<file path="src/sv/two_voice_tone_sequencer_defines.svh">
// Assertion macros shared by the tone sequencer RTL.
`ifndef TWO_VOICE_TONE_SEQUENCER_DEFINES_SVH
`define TWO_VOICE_TONE_SEQUENCER_DEFINES_SVH

// same-cycle implication, clocked on clk_i, off during reset
`define TVTS_ASSERT_IMP(lbl, ante, cons, msg) \
  lbl: assert property (@(posedge clk_i) disable iff (!rst_ni) (ante) |-> (cons)) \
    else $error(msg);

// next-cycle implication, clocked on clk_i, off during reset
`define TVTS_ASSERT_NXT(lbl, ante, cons, msg) \
  lbl: assert property (@(posedge clk_i) disable iff (!rst_ni) (ante) |=> (cons)) \
    else $error(msg);

`endif

</file>
<file path="src/sv/tvts_pkg.sv">
// Types and constants of the two-voice tone sequencer.
`default_nettype none

package tvts_pkg;

  localparam int ADDR_W     = 10;
  localparam int DUR_W      = 8;
  localparam int PITCH_W    = 8;
  localparam int FRAME_W    = 8;
  localparam int MODE_W     = 3;
  localparam int CLK_W      = 17;
  localparam int TICK_W     = 16;
  localparam int ACC_W      = 17;
  localparam int DIVOUT_W   = 16;
  localparam int WORD_W     = DUR_W + PITCH_W;
  localparam int PADDR_W    = 4;
  localparam int PDATA_W    = 32;
  localparam int DIV_STEP_W = 5;

  localparam int MAX_RESULTS = 8;
  localparam int RES_CNT_W   = 4;

  localparam logic [CLK_W-1:0]  CLOCK_CONST_RST = 17'd89489;
  localparam logic [TICK_W-1:0] TICK_NUM_RST    = 16'd1;
  localparam logic [TICK_W-1:0] TICK_DEN_RST    = 16'd1;

  localparam logic [CLK_W-1:0] DIV_BIAS = 17'd7;
  localparam logic [CLK_W-1:0] DIV_MAX  = 17'd65542;
  localparam logic [DIVOUT_W-1:0] DIV_TOP = 16'd65535;

  typedef enum logic [MODE_W-1:0] {
    MODE_LOAD     = 3'd0,
    MODE_FRAME    = 3'd1,
    MODE_START_M  = 3'd2,
    MODE_STOP_M   = 3'd3,
    MODE_START_E  = 3'd4,
    MODE_TOGGLE   = 3'd5,
    MODE_ALL_OFF  = 3'd6
  } mode_e;

  typedef enum logic [1:0] {
    REG_CLOCK_CONST = 2'd0,
    REG_TICK_NUM    = 2'd1,
    REG_TICK_DEN    = 2'd2,
    REG_MUSIC_OK    = 2'd3
  } reg_e;

  typedef enum logic [3:0] {
    ST_IDLE,
    ST_REDUCE,
    ST_DISPATCH,
    ST_OFF_MUSIC,
    ST_OFF_EFFECT,
    ST_FRAME,
    ST_ACC_CMP,
    ST_ACC_CLAMP,
    ST_V_CHECK,
    ST_V_WORD,
    ST_V_HEAD,
    ST_V_PLAY,
    ST_DIV,
    ST_FINISH
  } state_e;

  typedef struct packed {
    logic busy;
    logic done;
  } div_status_t;

endpackage

`default_nettype wire

</file>
<file path="src/sv/tvts_div.sv">
// Bit-serial restoring divider: 17-bit clock constant over 8-bit pitch.
`default_nettype none

module tvts_div (
  input  wire logic                        clk_i,
  input  wire logic                        rst_ni,
  input  wire logic                        start_i,
  input  wire logic [tvts_pkg::CLK_W-1:0]   dividend_i,
  input  wire logic [tvts_pkg::PITCH_W-1:0] divisor_i,
  output tvts_pkg::div_status_t            status_o,
  output logic      [tvts_pkg::CLK_W-1:0]   quotient_o
);
  import tvts_pkg::*;

  logic [CLK_W-1:0]      quo_q;
  logic [PITCH_W-1:0]    rem_q;
  logic [PITCH_W-1:0]    dvs_q;
  logic [DIV_STEP_W-1:0] cnt_q;
  logic                  busy_q;
  logic                  done_q;
  logic [PITCH_W:0]      trial;
  logic                  fits;

  assign trial = {rem_q, quo_q[CLK_W-1]};
  assign fits  = trial >= {1'b0, dvs_q};

  always_ff @(posedge clk_i or negedge rst_ni) begin
    if (!rst_ni) begin
      busy_q <= 1'b0;
      done_q <= 1'b0;
      cnt_q  <= '0;
    end else begin
      done_q <= 1'b0;
      if (start_i) begin
        busy_q <= 1'b1;
        cnt_q  <= DIV_STEP_W'(CLK_W);
      end else if (busy_q) begin
        cnt_q <= cnt_q - 1'b1;
        if (cnt_q == DIV_STEP_W'(1)) begin
          busy_q <= 1'b0;
          done_q <= 1'b1;
        end
      end
    end
  end

  always_ff @(posedge clk_i) begin
    if (start_i) begin
      quo_q <= dividend_i;
      rem_q <= '0;
      dvs_q <= divisor_i;
    end else if (busy_q) begin
      quo_q <= {quo_q[CLK_W-2:0], fits};
      rem_q <= fits ? PITCH_W'(trial - {1'b0, dvs_q}) : trial[PITCH_W-1:0];
    end
  end

  assign status_o.busy = busy_q;
  assign status_o.done = done_q;
  assign quotient_o    = quo_q;

endmodule

`default_nettype wire

</file>
<file path="config.mk">
export PLATFORM = sky130hd
export DESIGN_NAME = tvts_div
export DESIGN_NICKNAME = d
export VERILOG_FILES = /design/src/sv/two_voice_tone_sequencer_defines.svh /design/src/sv/tvts_pkg.sv /design/src/sv/tvts_div.sv
export SDC_FILE = /design/constraint.sdc
export NUM_CORES = 1
export LEC_CHECK = 0
export BUFFER_PORTS_ARGS = -buffer_cell sky130_fd_sc_hd__buf_2
export CORE_UTILIZATION = 30
export CTS_CLUSTER_SIZE = 10
export DETAILED_ROUTE_END_ITERATION = 6
export HOLD_SLACK_MARGIN = 0.08
export PLACE_DENSITY_LB_ADDON = 0.1
export SLEW_MARGIN = 20
export SYNTH_ARGS = -nofsm -noshare
export SYNTH_HDL_FRONTEND = slang
export SYNTH_SLANG_ARGS = --single-unit
</file>
<file path="constraint.sdc">
create_clock -name clk_i -period 4.4 [get_ports clk_i]
set_clock_uncertainty 0.2 [all_clocks]
set_input_delay 0.44 -clock clk_i [delete_from_list [all_inputs] [get_ports clk_i]]
set_output_delay 0.44 -clock clk_i [all_outputs]
set_load 0.02 [all_outputs]
</file>
==> results.json <==
{
  "total_leakage_power_nw": 1.04,
  "core-area_um2": 6460,
  "p_sw_frac": 0.373,
  "numClockSinks": 40,
  "yosysSeqAreaShare": 0.534,
  "drtIter0Drc": 46,
  "clk_latency_ps": 290,
  "syn-num-nets": 208,
  "yosys_warnings": 0,
  "syn_avg_cell_area_um2": 12.0,
  "r2r_start": "dvs_q[6]$_DFFE_PP_",
  "root_buffer": "clkbuf_8",
  "area_growth_pct": 18.9,
  "cts_setup_buffers": 0,
  "cp_max_fo": 11,
  "post-route-period-util": 0.510,
  "nFillCells": 656,
  "gp_congestion": 0.710,
  "fin_util": 0.374,
  "clk_pin_slew_ps": 80,
  "ys.flop_type": "edfxtp_1",
  "r2r_slack_ps": 2160,
  "drive_above_1_share": 0.362,
  "grt_pass1_wl_um": 6440,
  "multi_input_area_um2": 856,
  "viasPerCell": 4.70,
  "ff_latch_area_um2": 1090,
  "p_seq_frac": 0.408,
  "rr_worst_depth": 7,
  "ioPinCount": 47,
  "finalSetupTns_ps": 0,
  "die_width_um": 84.3,
  "yosysTopAreaCell": "edfxtp_1",
  "grt_start_max_net_pins": 33,
  "syn_inst": 169,
  "cts_tree": "done",
  "drc": 0,
  "tightest_slew_ps": 717,
  "max_freq_ghz": 0.446,
  "p_int_uw": 916,
  "synth-edff-count": 25,
  "totalWireLength_um": 3890,
  "cts_buffers": 5,
  "crit_path_start": "dvs_q[6]$_DFFE_PP_",
  "ant_nets": 0,
  "antenna_cells": 0,
  "die_area_um2": 7110,
  "ir_drop_v": 0.000234,
  "overflow": 0,
  "report.power.total_mw": 1.46,
  "chipHeight_um": 84.3,
  "clock_power_share": 0.163,
  "synth_top_area_frac": 0.369,
  "async_flop_share": 0.175,
  "finalCriticalPeriod_ps": 2240,
  "drt-wirelength-per-cell_um": 13.2,
  "ys_types": 44,
  "drv_slew": 0,
  "place.detailed.hpwl_um": 2830,
  "dr.pass1.iters": 4,
  "hp-class": "input port to flip-flop",
  "combPwrFrac": 0.429,
  "clk_path_buf_depth": 2,
  "critical_path.startpoint_type": "flip-flop",
  "critPathArrivalTime_ps": 2250,
  "slew_headroom": 0.522,
  "p_switching_uw": 546,
  "vias": 1387,
  "portBuffers": 46,
  "critPathKind": "flip-flop to flip-flop",
  "rows": 29,
  "fin_nets": 256,
  "yosysMostFrequentCell": "edfxtp_1",
  "grt_usage": 0.117,
  "finalSetupViolations": 0,
  "status": "finished clean",
  "syn_area_um2": 2030,
  "hold_viol_final": 0,
  "yosys-top-cells-area": "edfxtp_1 (37%), mux2_2 (9.4%), dfrtp_1 (8.6%)",
  "r2r_end": "rem_q[5]$_SDFFE_PP0P_",
  "drv_cap": 0,
  "synth-seq-cells": 40,
  "power_density_nw_per_um2": 605,
  "end_kind": "flip-flop",
  "rsz0062_at_grt": "false",
  "start_util": 0.315,
  "grt_pass1_vias": 1399,
  "synthTopCellsByCount": "edfxtp_1 (25), nand2_1 (18), mux2_2 (17)",
  "cts_max_level": 2,
  "cp-endpoint": "rem_q[5]$_SDFFE_PP0P_",
  "antenna_found_initial": 0,
  "crit_required_ps": 4410
}
power by group through the flow:
stage / Combinational (mW) / Sequential [mW] / Clock, mW
6_report: 0.627 / 0.597 / 0.239
2_1_floorplan: 0.473 / 0.630 / 0
4_1_cts: 0.636 / 0.598 / 0.251
3_5_place_dp: 0.632 / 0.604 / 0
3_3_place_gp: 0.638 / 0.610 / 0
5_1_grt: 0.705 / 0.614 / 0.265
worst max-delay path: stages, from the launching register on:
cell and delay (ps):
edfxtp_1 340, inv_1 40, ha_1 360, a21oi_2 180, o221ai_1 130, a21o_1 320, or3_2 500, o211ai_1 100
cell usage in the layout (no fill, tap or decap), types with 3 or more instances in the layout:
master    count
a21oi_1       4
nor2b_1       3
xor2_1        3
dfxtp_1       8
mux2_2       17
ha_1         10
xnor2_1       6
buf_2        46
mux2i_1       4
nor2_1        9
nand2_1      18
edfxtp_1     25
o21ai_0       5
inv_1        14
clkbuf_8      5
dfrtp_1       7
repair_timing:
action | CTS | global route
endpoints found under the hold margin | 7 | 0
hold buffers | 1 | 0
gates resized for setup | 0 | 0
layer usage:
layer  GRT usage  vias to the layer above  routed length (um)
li1            -                      698                   -
met4      0.0423                        0                  36
met5           0                        -                   0
met3      0.0315                        4                 158
met2       0.193                       29                1840
met1       0.148                      656                1860
cells by family after synthesis:
family / after synthesis / share of synthesized area
compound gates: 25 / 0.0893
simple gates: 42 / 0.100
xor+xnor: 9 / 0.0388
mux: 22 / 0.121
fa+ha+maj: 11 / 0.0714
flops: 40 / 0.534
buf+inv: 20 / 0.0443
flip-flops by register name, summed over array words and instances (netlist names):
| register | flops |
|---|---|
| quotient_o | 17 |
| rem_q | 8 |
| cnt_q | 5 |
| busy_q | 1 |
| done_q | 1 |
| dvs_q | 8 |
cell type report:
type	instances	share of cell area
repair buffers	47	0.0994
multi-input cells	109	0.354
clock buffers	6	0.0300
flip-flops and latches	40	0.450
clock inverters	2	0.00518
inverters	14	0.0218
well taps	77	0.0399
per-stage QoR:
| stage | area (um2) | hold slack, ps | cells | setup WS [ps] |
|---|---|---|---|---|
| after floorplan | 2030 | -55.6 | 169 | 2300 |
| after global placement | 2320 | 88.3 | 286 | 1920 |
| after detailed placement | 2320 | 90.1 | 286 | 1890 |
| after CTS | 2420 | 111 | 295 | 2130 |
| after global routing | 2420 | 104 | 295 | 1990 |
| final | 2420 | 123 | 295 | 2160 |
worst min path at each step:
| stage | start | slack, ps | cells past startpoint | end |
|---|---|---|---|---|
| floorplan | rst_ni | -60 | 0 | busy_q$_DFF_PN0_ |
| global placement | rst_ni | 90 | 1 | cnt_q[1]$_DFFE_PN0P_ |
| detailed placement | rst_ni | 90 | 1 | cnt_q[1]$_DFFE_PN0P_ |
| CTS | divisor_i[6] | 110 | 1 | dvs_q[6]$_DFFE_PP_ |
| global route | divisor_i[6] | 100 | 1 | dvs_q[6]$_DFFE_PP_ |
| finish | divisor_i[6] | 120 | 1 | dvs_q[6]$_DFFE_PP_ |
No activity file was read; power rests on OpenSTA's default activity.
